==> src/hw/rtl/pti_pkg.sv <==
// shared types, codes and defaults for the periodic trilinear interpolator
package pti_pkg;

    localparam int DEF_NX           = 32;
    localparam int DEF_NY           = 32;
    localparam int DEF_NZ           = 32;
    localparam int DEF_COMPONENTS   = 3;
    localparam int DEF_SAMPLE_WIDTH = 32;

    localparam int CORNERS   = 8;
    localparam int MUL_STEPS = 3;
    localparam int MOD_STEPS = 4;

    localparam logic [2:0] AXIS_X = 3'd0;
    localparam logic [2:0] AXIS_Y = 3'd1;
    localparam logic [2:0] AXIS_Z = 3'd2;

    localparam logic [1:0] CFG_INV_X = 2'd0;
    localparam logic [1:0] CFG_INV_Y = 2'd1;
    localparam logic [1:0] CFG_INV_Z = 2'd2;

    localparam logic [31:0] INV_RESET = 32'h0001_0000;

    typedef enum logic [1:0] {
        MODE_SET    = 2'd0,
        MODE_ADD    = 2'd1,
        MODE_INTERP = 2'd2,
        MODE_NONE   = 2'd3
    } t_mode;

    typedef enum logic [3:0] {
        S_CLEAR,
        S_IDLE,
        S_DECODE,
        S_SET,
        S_ADD_RD,
        S_ADD_WR,
        S_MUL,
        S_MOD,
        S_ADDR,
        S_READ,
        S_DRAIN,
        S_BLEND_M,
        S_BLEND_A,
        S_DONE,
        S_ZERO
    } t_state;

    typedef struct packed {
        logic       capture;
        logic       clear;
        logic       decode;
        logic       wr_set;
        logic       rd_single;
        logic       wr_add;
        logic       mul;
        logic       mod_step;
        logic       addr;
        logic       rd_corner;
        logic       blend_mul;
        logic       blend_add;
        logic       load_out;
        logic       load_zero;
        logic [2:0] idx;
    } t_cmd;

    typedef struct packed {
        logic  clear_done;
        t_mode mode;
        logic  comp_ok;
        logic  index_ok;
        logic  len_two;
        logic  out_free;
    } t_sts;

endpackage

==> src/hw/rtl/pti_ctrl.sv <==
// sequencer for clearing, writes and interpolation
module pti_ctrl (
    input  logic          i_clk,
    input  logic          i_rst_n,
    input  logic          i_in_valid,
    output logic          o_in_stall,
    input  pti_pkg::t_sts i_sts,
    output pti_pkg::t_cmd o_cmd
);
    import pti_pkg::*;

    t_state     r_state, n_state;
    logic [2:0] r_cnt, n_cnt;

    always_ff @(posedge i_clk) begin
        if (!i_rst_n) begin
            r_state <= S_CLEAR;
            r_cnt   <= '0;
        end else begin
            r_state <= n_state;
            r_cnt   <= n_cnt;
        end
    end

    always_comb begin
        n_state = r_state;
        n_cnt   = r_cnt;
        unique case (r_state)
            S_CLEAR: begin
                if (i_sts.clear_done) n_state = S_IDLE;
            end
            S_IDLE: begin
                if (i_in_valid) n_state = S_DECODE;
            end
            S_DECODE: begin
                n_cnt = '0;
                unique case (i_sts.mode)
                    MODE_SET:    n_state = (i_sts.comp_ok && i_sts.index_ok) ? S_SET : S_IDLE;
                    MODE_ADD:    n_state = (i_sts.comp_ok && i_sts.index_ok) ? S_ADD_RD : S_IDLE;
                    MODE_INTERP: n_state = i_sts.comp_ok ? S_MUL : S_ZERO;
                    MODE_NONE:   n_state = S_IDLE;
                    default:     n_state = S_IDLE;
                endcase
            end
            S_SET:    n_state = S_IDLE;
            S_ADD_RD: n_state = S_ADD_WR;
            S_ADD_WR: n_state = S_IDLE;
            S_MUL: begin
                if (r_cnt == 3'(MUL_STEPS-1)) begin
                    n_state = S_MOD;
                    n_cnt   = '0;
                end else begin
                    n_cnt = r_cnt + 3'd1;
                end
            end
            S_MOD: begin
                if (r_cnt == 3'(MOD_STEPS-1)) begin
                    n_state = S_ADDR;
                    n_cnt   = '0;
                end else begin
                    n_cnt = r_cnt + 3'd1;
                end
            end
            S_ADDR: begin
                n_state = S_READ;
                n_cnt   = '0;
            end
            S_READ: begin
                if (r_cnt == 3'(CORNERS-1)) n_state = S_DRAIN;
                n_cnt = r_cnt + 3'd1;
            end
            S_DRAIN:   n_state = S_BLEND_M;
            S_BLEND_M: n_state = S_BLEND_A;
            S_BLEND_A: n_state = i_sts.len_two ? S_DONE : S_BLEND_M;
            S_DONE: begin
                if (i_sts.out_free) n_state = S_IDLE;
            end
            S_ZERO: begin
                if (i_sts.out_free) n_state = S_IDLE;
            end
            default: n_state = S_IDLE;
        endcase
    end

    always_comb begin
        o_cmd     = '0;
        o_cmd.idx = r_cnt;
        unique case (r_state)
            S_CLEAR:   o_cmd.clear     = 1'b1;
            S_IDLE:    o_cmd.capture   = i_in_valid;
            S_DECODE:  o_cmd.decode    = 1'b1;
            S_SET:     o_cmd.wr_set    = 1'b1;
            S_ADD_RD:  o_cmd.rd_single = 1'b1;
            S_ADD_WR:  o_cmd.wr_add    = 1'b1;
            S_MUL:     o_cmd.mul       = 1'b1;
            S_MOD:     o_cmd.mod_step  = 1'b1;
            S_ADDR:    o_cmd.addr      = 1'b1;
            S_READ:    o_cmd.rd_corner = 1'b1;
            S_DRAIN:   o_cmd.idx       = r_cnt;
            S_BLEND_M: o_cmd.blend_mul = 1'b1;
            S_BLEND_A: o_cmd.blend_add = 1'b1;
            S_DONE:    o_cmd.load_out  = i_sts.out_free;
            S_ZERO:    o_cmd.load_zero = i_sts.out_free;
            default:   o_cmd.idx       = r_cnt;
        endcase
    end

    assign o_in_stall = (r_state != S_IDLE);

`ifndef SYNTHESIS
    a_blend_pairs: assert property (@(posedge i_clk) disable iff (!i_rst_n)
        (r_state == S_BLEND_A) |-> ($past(r_state) == S_BLEND_M))
        else $error("blend add without a preceding multiply");
    a_eight_reads: assert property (@(posedge i_clk) disable iff (!i_rst_n)
        (r_state == S_READ && r_cnt == 3'(CORNERS-1)) |=> (r_state == S_DRAIN))
        else $error("corner read sequence overran");
    a_done_release: assert property (@(posedge i_clk) disable iff (!i_rst_n)
        (r_state == S_DONE && i_sts.out_free) |=> (r_state == S_IDLE))
        else $error("result stage did not release the sequencer");
    a_mod_bound: assert property (@(posedge i_clk) disable iff (!i_rst_n)
        (r_state == S_MOD) |-> (r_cnt < 3'(MOD_STEPS)))
        else $error("modulo step count out of range");
`endif

endmodule

==> config.mk <==
export PLATFORM = sky130hd
export DESIGN_NAME = pti_ctrl
export DESIGN_NICKNAME = d
export VERILOG_FILES = /design/src/hw/rtl/pti_pkg.sv /design/src/hw/rtl/pti_ctrl.sv
export SDC_FILE = /design/constraint.sdc
export NUM_CORES = 1
export LEC_CHECK = 0
export BUFFER_PORTS_ARGS = -buffer_cell sky130_fd_sc_hd__buf_2
export CAP_MARGIN = 5
export CORE_UTILIZATION = 52
export CTS_BUF_LIST = sky130_fd_sc_hd__clkbuf_8 sky130_fd_sc_hd__clkbuf_16
export CTS_CLUSTER_SIZE = 14
export DETAILED_ROUTE_END_ITERATION = 12
export GPL_ROUTABILITY_DRIVEN = 0
export MAX_ROUTING_LAYER = met4
export PLACE_DENSITY = 0.81
export SLEW_MARGIN = 20
export SYNTH_ARGS = -nofsm -noshare
export SYNTH_HDL_FRONTEND = slang
export SYNTH_SLANG_ARGS = --single-unit
==> constraint.sdc <==
create_clock -name i_clk -period 2.85 [get_ports i_clk]
set_input_delay 0.57 -clock i_clk [delete_from_list [all_inputs] [get_ports i_clk]]
set_output_delay 0.57 -clock i_clk [all_outputs]
set_load 0.01 [all_outputs]
Yosys cells after proc, flatten, opt, wreduce, memory -nomap -nowiden. Cells that the tools add are included.

Add/subtract/negate cells: 1. Multipliers: 0. Divide/modulo/power cells: 0. Magnitude comparators: 0. Equality and inequality tests: 27. Shift-type cells: 0. Multiplexer cells: 29. Bitwise operators: 0. Reductions and logical operators: 7.

Operators by type and width (number): one-hot mux 4 bit (12 select lines) (1); == test 4 bit (second input constant) (7); 2-to-1 mux 4 bit (7); == test 4 x 3 -> 1 bit (second input constant) (4); one-hot mux 4 bit (4 select lines) (1); 2-to-1 mux 1 bit (14); 2-to-1 mux 3 bit (4); one-hot mux 3 bit (4 select lines) (1); != test 2 bit (second input constant) (5); == test 4 x 2 -> 1 bit (second input constant) (2); == test 3 x 2 -> 1 bit (second input constant) (2); AND reduction 6 bit (1); == test 2 bit (second input constant) (2); == test 4 x 1 -> 1 bit (second input constant) (1); zero test 4 bit (1); != test 4 x 1 -> 1 bit (second input constant) (1); nonzero test 4 bit (1); OR reduction 2 bit (2); adder 3 x 1 -> 3 bit (second input constant) (1); == test 3 bit (second input constant) (1); == test 2 x 1 -> 1 bit (second input constant) (1); zero test 2 bit (1); 2-to-1 mux 2 bit (1); != test 2 x 1 -> 1 bit (second input constant) (1); logical AND 1 bit (1).

Bits in registers: 7. Latch bits: 0. Memory bits (writable): 0. ROM bits: 0. Input bits: 10. Output and inout bits: 18. Word-level logic and storage cells: 66. Memories: 0.

Depth between registers and ports, before layout. Gate-level depths: netlist of run 1.

Depth after elaboration: 4. Mapped depth: 8. Gate-level depth less buffers: 8.

Least setup slack after synthesis of run 1. OpenSTA, ideal clock, no wires.

Path kind: reg-to-reg. From: register r_cnt[0]. To: register r_state[0]. Setup time: 0.103 ns. Data arrival time: 1.673 ns. Required time: 2.747 ns. Slack: 1.074 ns. Cell stages (with the launch flop): 8. Buffers on the path: 0. Cells stage by stage: dfxtp_1 -> inv_1 -> ha_1 -> nor2b_1 -> or3_1 -> o311a_4 -> mux2i_1 -> a2111oi_2.

Longest elaborated chain between the ends: 3. Elaborated cells on any way between the ends: 7. Classes of those cells: eq/ne (6); reduce/logical (1).

RTL lines: start: declaration (RTL line pti_ctrl.sv:13) `logic [2:0] r_cnt, n_cnt;`; start signal: assignment (RTL line pti_ctrl.sv:21) `r_cnt <= n_cnt;`; == test 3 bit, or another cell as far along (RTL line pti_ctrl.sv:69) `if (r_cnt == 3'(CORNERS-1)) n_state = S_DRAIN;`; != test 2 bit (no source line); AND reduction 6 bit (no source line) *; end signal: assignment (RTL line pti_ctrl.sv:20) `r_state <= n_state;`; end: declaration (RTL line pti_ctrl.sv:12) `t_state r_state, n_state;`.

Every way passes the cells marked *; elsewhere a longest branch is shown, timed or not. A chain may end at the register's enable or synchronous reset.

==> results of run 1 <==
[kinds of logic (layout without fill, tap and decap cells)]
logic type | count (synthesis) | after routing | synth area share (%)
compound gates | 26 | 26 | 27.5
simple gates | 53 | 53 | 35.4
fa+ha+maj | 5 | 5 | 7.73
buf+inv | 12 | 37 | 7.26
mux | 3 | 3 | 3.71
xor+xnor | 1 | 1 | 1.08
flops | 7 | 7 | 17.3
[synthesized netlist by cell type (all sizes together)]
master / count / share of area (%)
nor2: 16 / 7.7
dfxtp: 7 / 17
nand2: 7 / 3.2
nand2b: 7 / 6.6
inv: 6 / 2.8
nor3: 6 / 3.7
ha: 5 / 7.7
a21oi: 4 / 2.5
buf: 4 / 3.6
nand3: 4 / 2.5
and2: 3 / 2.3
mux2i: 3 / 3.7
o21ai: 3 / 3.2
a2bb2oi: 2 / 2.2
a311oi: 2 / 2.2
a31oi: 2 / 1.5
and3b: 2 / 2.6
clkbuf: 2 / 0.93
nor2b: 2 / 1.5
o211ai: 2 / 2.5
o22ai: 2 / 1.5
a2111oi: 1 / 1.9
a211oi: 1 / 0.93
a22oi: 1 / 0.93
and3: 1 / 0.77
nand4b: 1 / 1.1
nor4: 1 / 0.77
o2111a: 1 / 1.4
o211a: 1 / 1.2
o21a: 1 / 0.93
o21bai: 1 / 0.93
o2bb2ai: 1 / 1.1
o311a: 1 / 2.6
or2: 1 / 0.77
or2b: 1 / 0.93
or3: 1 / 0.77
xnor2: 1 / 1.1
[critical path: stages (launching register included)]
cell and delay, ns:
dfxtp_1 0.77, inv_1 0.28, nor3_1 0.30, buf_2 0.18
[flip-flops by register name, summed over array words and instances, names as in the netlist]
name / flops
r_cnt: 3
r_state: 4
[metrics by stage]
| stage | setup WS, ns | hold WS [ns] |
|---|---|---|
| floorplan | 1.07 | 0.563 |
| global placement | 0.910 | 0.540 |
| detailed placement | 0.809 | 0.560 |
| CTS | 0.578 | 0.568 |
| global route | 0.430 | 0.604 |
| finish | 0.514 | 0.558 |
[final cells by class]
class	count	share of cell area, %
clock inverter	1	0.386
multi-input combinational	88	62.8
timing repair buffer	27	13.9
clock buffer	3	4.25
inverter	6	2.32
sequential	7	14.4
tap	15	1.93
[power groups by stage]
stage               combinational, W  clock (W)  sequential (W)
floorplan                   0.000498          0        0.000150
global placement            0.000513          0        0.000236
detailed placement          0.000521          0        0.000237
CTS                         0.000525   0.000140        0.000236
global route                0.000580   0.000145        0.000251
finish                      0.000533   0.000139        0.000243
[per-layer routing]
layer  share of wire (%)  vias up  track usage, %  wire [µm]
met2                  46       62            38.4        956
met5                   0        -               -          0
met1                  44      398            35.9        909
met4                 1.3        0            10.3         28
met3                 9.2        5            4.35        193
li1                    -      432               -          -
[worst min-delay path by stage]
stage / from / endpoint / cells after the start / slack [ns]
3_3_place_gp: r_cnt[1] / r_cnt[1] / 2 / 0.54
2_1_floorplan: r_cnt[1] / r_cnt[1] / 2 / 0.56
3_5_place_dp: r_cnt[1] / r_cnt[1] / 2 / 0.56
6_report: r_cnt[1] / r_cnt[1] / 2 / 0.56
5_1_grt: r_cnt[1] / r_cnt[1] / 2 / 0.60
4_1_cts: r_cnt[1] / r_cnt[1] / 2 / 0.57
==> reports/qor.yml, run 1 <==
route:
  drt-total-wl_um: 2090
  ant_nets: 0
  viasPerCell: 6.10
  vias: 897
  wire_per_inst_um: 14.2
  drt-pass1-iter-count: 4
  drtIter0Drc: 41
  drc: 0
power:
  intPower_w: 0.000465
  p_comb_share_pct: 58.2
  sw_frac_of_total_pct: 49.1
  ir_worst_vdd_mv: 0.592
  seq_power_share_pct: 26.5
  powerDensity_nw_per_um2: 941
  total_power_w: 0.000914
  switching_power_w: 0.000449
  clkPwrFrac_pct: 15.2
  power.leakage_nw: 0.459
worst_setup_path:
  cp.required_ns: 2.28
  worstPathArrival_ns: 1.77
  crit_path_start: "r_state[1]"
  r2r-end: "r_state[0]"
  crit_fanout: 19
  r2r_start: "r_state[1]"
  start_kind: "register"
  reg2reg_slack_ns: 0.75
  reg2reg_depth: 5
  endpoint_kind: "output port"
  crit_path_end: "o_cmd[6]"
  crit_type: "register to output port"
timing:
  tns_ns: 0
  period_needed_ns: 2.34
  period_share_pct: 82.0
  rsz0062_at_grt: "no"
  slew-limit-headroom_pct: 52.5
  fin_worst_skew_ns: 0.00270
  hold_viol: 0
  fmax_mhz: 428
  setup_viol: 0
  slew_violations: 0
  worstMarginPinSlew_ns: 0.712
finish:
  drive_gt1_share_pct: 29.5
  seqCellArea_um2: 140
  diodes: 0
  nNetsFinal: 148
  fin_area_um2: 972
  multi_input_area_um2: 611
  final_common_cell: "buf_2"
  syn_to_final_growth_pct: 20.1
  layout_common_cells: "buf_2, nor2_1, inv_1, nand2_1, dfxtp_1"
  utilization_pct: 71.2
  fillers: 120
  layout.cells.non_filler: 147
placement:
  port_buffers: 27
  place_area_um2: 927
  place_inst: 143
  place_hpwl_um: 1480
global_route:
  grt_util_all_layers_pct: 26.3
  grt_overflow: 0
  grt_pass1_wl_um: 3470
  antenna_found_initial: 0
  grt_pass1_vias: 775
  grt_start_max_net_pins: 20
synthesis:
  yosys_register_bits: 7
  synth.distinct_cells: 45
  synth-seq-area-share_pct: 17.3
  synth_area_um2: 810
  syn_nets: 122
  syn_inst: 107
  syn_area_per_cell_um2: 7.57
  yosys_warnings: 0
floorplanning:
  core_area_um2: 1370
  die_y_um: 41.5
  fp-row-count: 13
  ios: 28
  dieArea_um2: 1720
  initial_core_util_pct: 59.2
  die_w_um: 41.5
clocking:
  clock-sinks: 7
  cts_root_buffer: "clkbuf_8"
  cts_made_buffers: 3
  hold_buffers: 0
  path_clk_slew_ns: 0.04
  insertion_delay_ns: 0.23
  cts_setup_buffers: 0
  cts_resized: 0
  cts_buffer_depth: 2
  htreeDepth: 1
  cts_tree: "done"
status:
  status: "complete, no violations"
worst_hold_path:
  holdCritPathClass: "register to register"
job:
  cap_violations: 0
(Power assumes the default switching activity.)
==> run 2: changes to the inputs <==
--- a/config.mk
+++ b/config.mk
@@ -7,13 +7,13 @@
 export LEC_CHECK = 0
 export BUFFER_PORTS_ARGS = -buffer_cell sky130_fd_sc_hd__buf_2
 export CAP_MARGIN = 5
-export CORE_UTILIZATION = 52
+export CORE_UTILIZATION = 44
 export CTS_BUF_LIST = sky130_fd_sc_hd__clkbuf_8 sky130_fd_sc_hd__clkbuf_16
 export CTS_CLUSTER_SIZE = 14
 export DETAILED_ROUTE_END_ITERATION = 12
 export GPL_ROUTABILITY_DRIVEN = 0
 export MAX_ROUTING_LAYER = met4
-export PLACE_DENSITY = 0.81
+export PLACE_DENSITY = 0.72
 export SLEW_MARGIN = 20
 export SYNTH_ARGS = -nofsm -noshare
 export SYNTH_HDL_FRONTEND = slang
==> constraint.sdc (replaced) <==
create_clock -name i_clk -period 1.9 [get_ports i_clk]
set_input_delay 0.38 -clock i_clk [delete_from_list [all_inputs] [get_ports i_clk]]
set_output_delay 0.38 -clock i_clk [all_outputs]
set_load 0.01 [all_outputs]
==> run 2 against run 1 <==
Compared with the run above:
- clock-buffer cell count stayed put
- non-clock buffer count is 9 higher
- clock skew is 0.0017 ns lower
- utilization is 9.7 points lower
- total power is 63% higher
- clock power is 46% higher
- global-route usage is 1.3 points lower
- sequential share of layout area is 0.85 points lower
- critical path depth is 1 higher
- largest cell class unchanged
- wire length is 5.5% higher
==> reports/qor.yml, run 2 (synthesis results as in run 1) <==
route:
  vias: 913  # +1.8%
  viasPerCell: 5.50  # -9.9%
  drt-pass1-iter-count: 4  # unchanged
  drtIter0Drc: 28  # -32%
  drt-total-wl_um: 2200  # +5.5%
  drc: 0  # unchanged
  wire_per_inst_um: 13.3  # -6.6%
  ant_nets: 0  # unchanged
timing:
  hold_viol: 0  # unchanged
  rsz0062_at_grt: "no"
  worstMarginPinSlew_ns: 0.401  # -0.311 ns
  setup_viol: 0  # unchanged
  slew_violations: 0  # unchanged
  slew-limit-headroom_pct: 73.1  # +21 points
  period_share_pct: 96.5
  period_needed_ns: 1.83
  tns_ns: 0  # unchanged
  fin_worst_skew_ns: 0.00101  # -0.00169 ns
  fmax_mhz: 545
clocking:
  cts_resized: 0  # unchanged
  clock-sinks: 7  # unchanged
  cts_setup_buffers: 0  # unchanged
  cts_root_buffer: "clkbuf_8"
  cts_buffer_depth: 2  # unchanged
  path_clk_slew_ns: 0.04  # about the same
  insertion_delay_ns: 0.23  # about the same
  hold_buffers: 0  # unchanged
  htreeDepth: 1  # unchanged
  cts_tree: "done"
  cts_made_buffers: 3  # unchanged
finish:
  utilization_pct: 61.4  # -9.7 points
  final_common_cell: "buf_2"
  syn_to_final_growth_pct: 31.1
  largest_reg_flops: 4  # unchanged
  nNetsFinal: 157  # +6.1%
  reg_top3: "r_state: 4 flops, r_cnt: 3 flops"
  top_register: "r_state"
  fin_area_um2: 1060  # +9.1%
  drive_gt1_share_pct: 37.6  # +8.0 points
  fillers: 169  # +41%
  layout_common_cells: "buf_2, nor2_1, buf_4"
  diodes: 0  # unchanged
floorplanning:
  fp-row-count: 15  # +2
  dieArea_um2: 2020  # +17%
  core_area_um2: 1730  # +26%
  die_y_um: 44.9  # +8.3%
  initial_core_util_pct: 46.9  # -12 points
  ios: 28  # unchanged
  die_w_um: 44.9  # +8.3%
worst_hold_path:
  holdCritPathClass: "primary input to register"
  hold_path.startpoint: "i_rst_n"
  hold_depth: 2  # unchanged
  whs_endpoint: "r_cnt[0]"
global_route:
  antenna_found_initial: 0  # unchanged
  grt_overflow: 0  # unchanged
  grt_pass1_wl_um: 3480  # +0.40%
  grt_start_max_net_pins: 12  # -40%
  grt_util_all_layers_pct: 25.0  # -1.3 points
  grt_pass1_vias: 804  # +3.7%
worst_setup_path:
  reg2reg_slack_ns: 0.08  # -0.67 ns
  start_kind: "register"
  reg2reg_depth: 7  # +2
  cp.required_ns: 1.52  # -0.76 ns
  worstPathArrival_ns: 1.45  # -0.32 ns
  endpoint_kind: "output port"
  r2r-end: "r_state[0]"
  crit_fanout: 11  # -8
  r2r_start: "r_cnt[0]"
  crit_type: "register to output port"
placement:
  port_buffers: 27  # unchanged
  place_area_um2: 1010  # +8.6%
  place_hpwl_um: 1740  # +17%
power:
  ir_worst_vdd_mv: 0.841  # +42%
  powerDensity_nw_per_um2: 1410  # +50%
  power.leakage_nw: 0.503  # +9.5%
job:
  cap_violations: 0  # unchanged
status:
  status: "complete, no violations"
run 2: layout make-up:
class	count	area, µm²	share of cell area, %
clock buffers	3	41.3	3.89
clock inverters	1	3.75	0.354
inverters	6	22.5	2.12
multi-input cells	88	616	58.0
flip-flops and latches	7	144	13.6
well taps	25	31.3	2.95
repair buffers	36	203	19.1
run 2: worst max path at each step:
stage	startpoint	end	slack, ns	cells after the start
4_1_cts	r_state[2]	o_cmd[15]	0.02	4
2_1_floorplan	r_cnt[0]	r_state[0]	0.12	7
3_5_place_dp	r_cnt[1]	r_state[0]	0.06	7
5_1_grt	r_state[0]	o_cmd[13]	0.0005	5
6_report	r_state[1]	o_cmd[6]	0.07	4
3_3_place_gp	r_cnt[1]	r_state[0]	0.15	7
run 2: power by group:
group | internal, W | switching (W) | total, W
Combinational | 0.000461 | 0.000549 | 0.00101
Clock | 0.000140 | 0.0000638 | 0.000203
Sequential | 0.000194 | 0.0000863 | 0.000281
run 2: worst max-delay path: stages (launching register included):
cell     delay, ns
dfxtp_1       0.45
buf_4         0.23
inv_1         0.12
nor3_1        0.25
buf_2         0.17
run 2: through the flow:
step                      power, W  std cells  hold slack (ns)  worst slack, ns
after global placement     0.00126        162            0.524            0.155
after floorplan           0.000972        107            0.502            0.124
after global routing       0.00161        166            0.455         0.000523
after detailed placement   0.00128        162            0.554           0.0568
after CTS                  0.00149        166            0.460           0.0245
final                      0.00149        166            0.456           0.0667
run 2: routing by layer:
| layer | vias up | share of wire (%) | GRT usage [%] |
|---|---|---|---|
| li1 | 456 | - | - |
| met1 | 412 | 45 | 31.1 |
| met2 | 39 | 45 | 39.4 |
| met3 | 6 | 7.0 | 2.80 |
| met4 | 0 | 2.0 | 13.9 |
| met5 | - | 0 | - |
==> run 3: changes to the inputs <==
--- a/config.mk
+++ b/config.mk
@@ -5,15 +5,16 @@
 export SDC_FILE = /design/constraint.sdc
 export NUM_CORES = 1
 export LEC_CHECK = 0
+export ABC_AREA = 1
 export BUFFER_PORTS_ARGS = -buffer_cell sky130_fd_sc_hd__buf_2
 export CAP_MARGIN = 5
-export CORE_UTILIZATION = 44
+export CORE_UTILIZATION = 45
 export CTS_BUF_LIST = sky130_fd_sc_hd__clkbuf_8 sky130_fd_sc_hd__clkbuf_16
 export CTS_CLUSTER_SIZE = 14
 export DETAILED_ROUTE_END_ITERATION = 12
 export GPL_ROUTABILITY_DRIVEN = 0
 export MAX_ROUTING_LAYER = met4
-export PLACE_DENSITY = 0.72
+export PLACE_DENSITY = 0.73
 export SLEW_MARGIN = 20
 export SYNTH_ARGS = -nofsm -noshare
 export SYNTH_HDL_FRONTEND = slang
==> run 3 against run 2 <==
Compared with the run above:
- die area up 3.2%
- via count up 10%
- sequential cell count unchanged
- clock power about the same
- synthesized area up 5.7%
- hold slack worse by 0.039 ns
- design area down 0.12%
- utilization down 0.73 points
- clock-buffer cell count unchanged
- first-iteration DRC count up 7.1%
- setup slack better by 0.10 ns
==> reports/qor.yml, run 3 <==
power:
  switching_power_w: 0.000512  # -27%
  power.leakage_nw: 0.620  # +23%
  clkPwrFrac_pct: 19.1  # +5.5 points
  p_comb_share_pct: 58.3  # -9.3 points
  seq_power_share_pct: 22.6  # +3.8 points
  powerDensity_nw_per_um2: 994  # -29%
  sw_frac_of_total_pct: 48.6  # +1.8 points
  ir_worst_vdd_mv: 0.614  # -27%
  intPower_w: 0.000541  # -32%
timing:
  fmax_mhz: 579  # +6.1%
  period_needed_ns: 1.73  # -0.105 ns
  slew-limit-headroom_pct: 80.6  # +7.5 points
  fin_worst_skew_ns: 0.00182  # +0.000807 ns
  tns_ns: 0  # unchanged
  setup_viol: 0  # unchanged
  slew_violations: 0  # unchanged
  fin_hold_ws_ns: 0.417  # -0.0392 ns
  hold_viol: 0  # unchanged
  rsz0062_at_grt: "no"
  worstMarginPinSlew_ns: 0.291  # -0.110 ns
  period_share_pct: 91.0  # -5.5 points
synthesis:
  synth.distinct_cells: 24  # -47%
  synth_area_um2: 856  # +5.7%
  yosys_register_bits: 7  # unchanged
  synth-main-ff-cell: "dfxtp_1"
  syn_inst: 148  # +38%
  synthTopCellsByCount: "nand2_1, inv_1, nor2_1, nand3_1"
  synth-edff-count: 0  # unchanged
  syn_area_per_cell_um2: 5.78  # -24%
  yosys.area.top_type: "nand2_1"
  async_flop_share_pct: 0  # unchanged
  synth-seq-area-share_pct: 16.4  # -0.94 points
  synth_area_leaders: "nand2_1, dfxtp_1, inv_1"
  synth.most_common_cell: "nand2_1"
  syn_nets: 163  # +34%
  synth.top_cell.area_share_pct: 18.0  # +0.67 points
  yosys_warnings: 0  # unchanged
placement:
  place_hpwl_um: 1770  # +2.0%
  port_buffers: 27  # unchanged
worst_setup_path:
  start_kind: "register"
  endpoint_kind: "output port"
  crit_type: "register to output port"
  cp.required_ns: 1.52  # about the same
  crit_fanout: 7  # -4
  worstPathArrival_ns: 1.35  # -0.10 ns
global_route:
  antenna_found_initial: 0  # unchanged
  grt_start_max_net_pins: 9  # -3
  busiest_layer: "met2"
  grt_pass1_vias: 823  # +2.4%
  grt_util_all_layers_pct: 23.6  # -1.4 points
  grt_pass1_wl_um: 3430  # -1.6%
  grt_overflow: 0  # unchanged
  grt_use_met1_pct: 31.7  # +0.60 points
  met3_usage_pct: 2.38  # -0.42 points
  use_met2_pct: 34.3  # -5.1 points
floorplanning:
  die_w_um: 45.6  # +1.6%
  die_y_um: 45.6  # +1.6%
  dieArea_um2: 2080  # +3.2%
  fp-row-count: 15  # unchanged
  ios: 28  # unchanged
  initial_core_util_pct: 49.0  # +2.1 points
  core_area_um2: 1750  # +1.1%
job:
  cap_violations: 0  # unchanged
finish:
  drive_gt1_share_pct: 29.8  # -7.8 points
  diodes: 0  # unchanged
  reg_top3: "r_state: 4 flops, r_cnt: 3 flops"
  layout_common_cells: "nand2_1, buf_2, inv_1"
  final_common_cell: "nand2_1"
  fillers: 198  # +17%
  nNetsFinal: 194  # +24%
  syn_to_final_growth_pct: 23.8
  top_register: "r_state"
  largest_reg_flops: 4  # unchanged
route:
  wire_per_inst_um: 10.2  # -23%
  drtIter0Drc: 30  # +7.1%
  viasPerCell: 4.95  # -10%
  ant_nets: 0  # unchanged
  drt-pass1-iter-count: 4  # unchanged
  drt-total-wl_um: 2070  # -6.1%
  vias: 1005  # +10%
  drc: 0  # unchanged
worst_hold_path:
  holdCritPathClass: "primary input to register"
clocking:
  hold_buffers: 0  # unchanged
  clock-sinks: 7  # unchanged
  cts_resized: 0  # unchanged
  cts_buffer_depth: 2  # unchanged
  cts_setup_buffers: 0  # unchanged
  cts_tree: "done"
  cts_root_buffer: "clkbuf_8"
  path_clk_slew_ns: 0.04  # about the same
  htreeDepth: 1  # unchanged
  insertion_delay_ns: 0.22  # about the same
  cts_made_buffers: 3  # unchanged
status:
  status: "complete, no violations"
-- run 3: cell types whose count changed in the layout (fill, tap and decap cells not counted), sizes merged, moves of 5 or more --
cell and delta:
nand3 +8, nand2b -7, nor2 +9, nand2 +41, inv +19, a21oi +5, buf -9
-- run 3: cells by family after synthesis --
kind of cell             count (synthesis)  synth area share (%)
AO/OA/AOI/OAI                           15                  11.0
adder cells (fa/ha/maj)                  5                  7.31
AND/OR/NAND/NOR                         95                  53.5
flip-flops                               7                  16.4
buffers and inverters                   26                  11.8
-- run 3: worst max-delay path, cell delays in order, from the launching register on --
cell	delay (ns)
dfxtp_1	0.48
inv_2	0.10
nor2_2	0.18
nand2_1	0.12
nor2_1	0.11
buf_2	0.14
-- run 3: stage by stage --
step | cells | total power [W] | setup WS [ns] | instance area (µm²) | utilization, %
final | 203 | 0.00105 | 0.171 | 1060 | 60.7
after global routing | 203 | 0.00116 | 0.0397 | 1060 | 60.7
after CTS | 203 | 0.00106 | 0.163 | 1060 | 60.7
after floorplan | 148 | 0.000689 | 0.433 | 856 | -
after global placement | 199 | 0.000856 | 0.409 | 1010 | 58.1
after detailed placement | 199 | 0.000855 | 0.386 | 1010 | 58.1
-- run 3: metal layers --
| metal | share of wire (%) | up-vias |
|---|---|---|
| met1 | 49 | 448 |
| met4 | 1.5 | 0 |
| met3 | 3.9 | 4 |
| li1 | - | 526 |
| met2 | 45 | 27 |
| met5 | 0 | - |
-- run 3: path summary, 6_finish.rpt --
check             start          to  slack [ns]  cells after the start
max reg2reg    r_cnt[0]  r_state[0]        0.37                      9
min             i_rst_n  r_state[0]        0.42                      3
max          r_state[1]    o_cmd[3]        0.17                      5
min reg2reg    r_cnt[0]    r_cnt[0]        0.52                      2
-- run 3: area by class of cell --
| cell class | instances | area [µm²] | share of cell area [%] |
|---|---|---|---|
| clock inverters | 1 | 3.75 | 0.354 |
| clock buffers | 3 | 41.3 | 3.90 |
| multi-input cells | 115 | 614 | 58.0 |
| well taps | 25 | 31.3 | 2.95 |
| flip-flops and latches | 7 | 140 | 13.2 |
| inverters | 25 | 93.8 | 8.85 |
| repair buffers | 27 | 135 | 12.8 |
-- run 3: power by group through the flow --
stage / clock [W] / combinational, W / sequential, W
after global placement: 0 / 0.000615 / 0.000240
after floorplan: 0 / 0.000454 / 0.000235
after CTS: 0.000210 / 0.000616 / 0.000238
final: 0.000201 / 0.000614 / 0.000238
after global routing: 0.000217 / 0.000692 / 0.000249
after detailed placement: 0 / 0.000614 / 0.000241
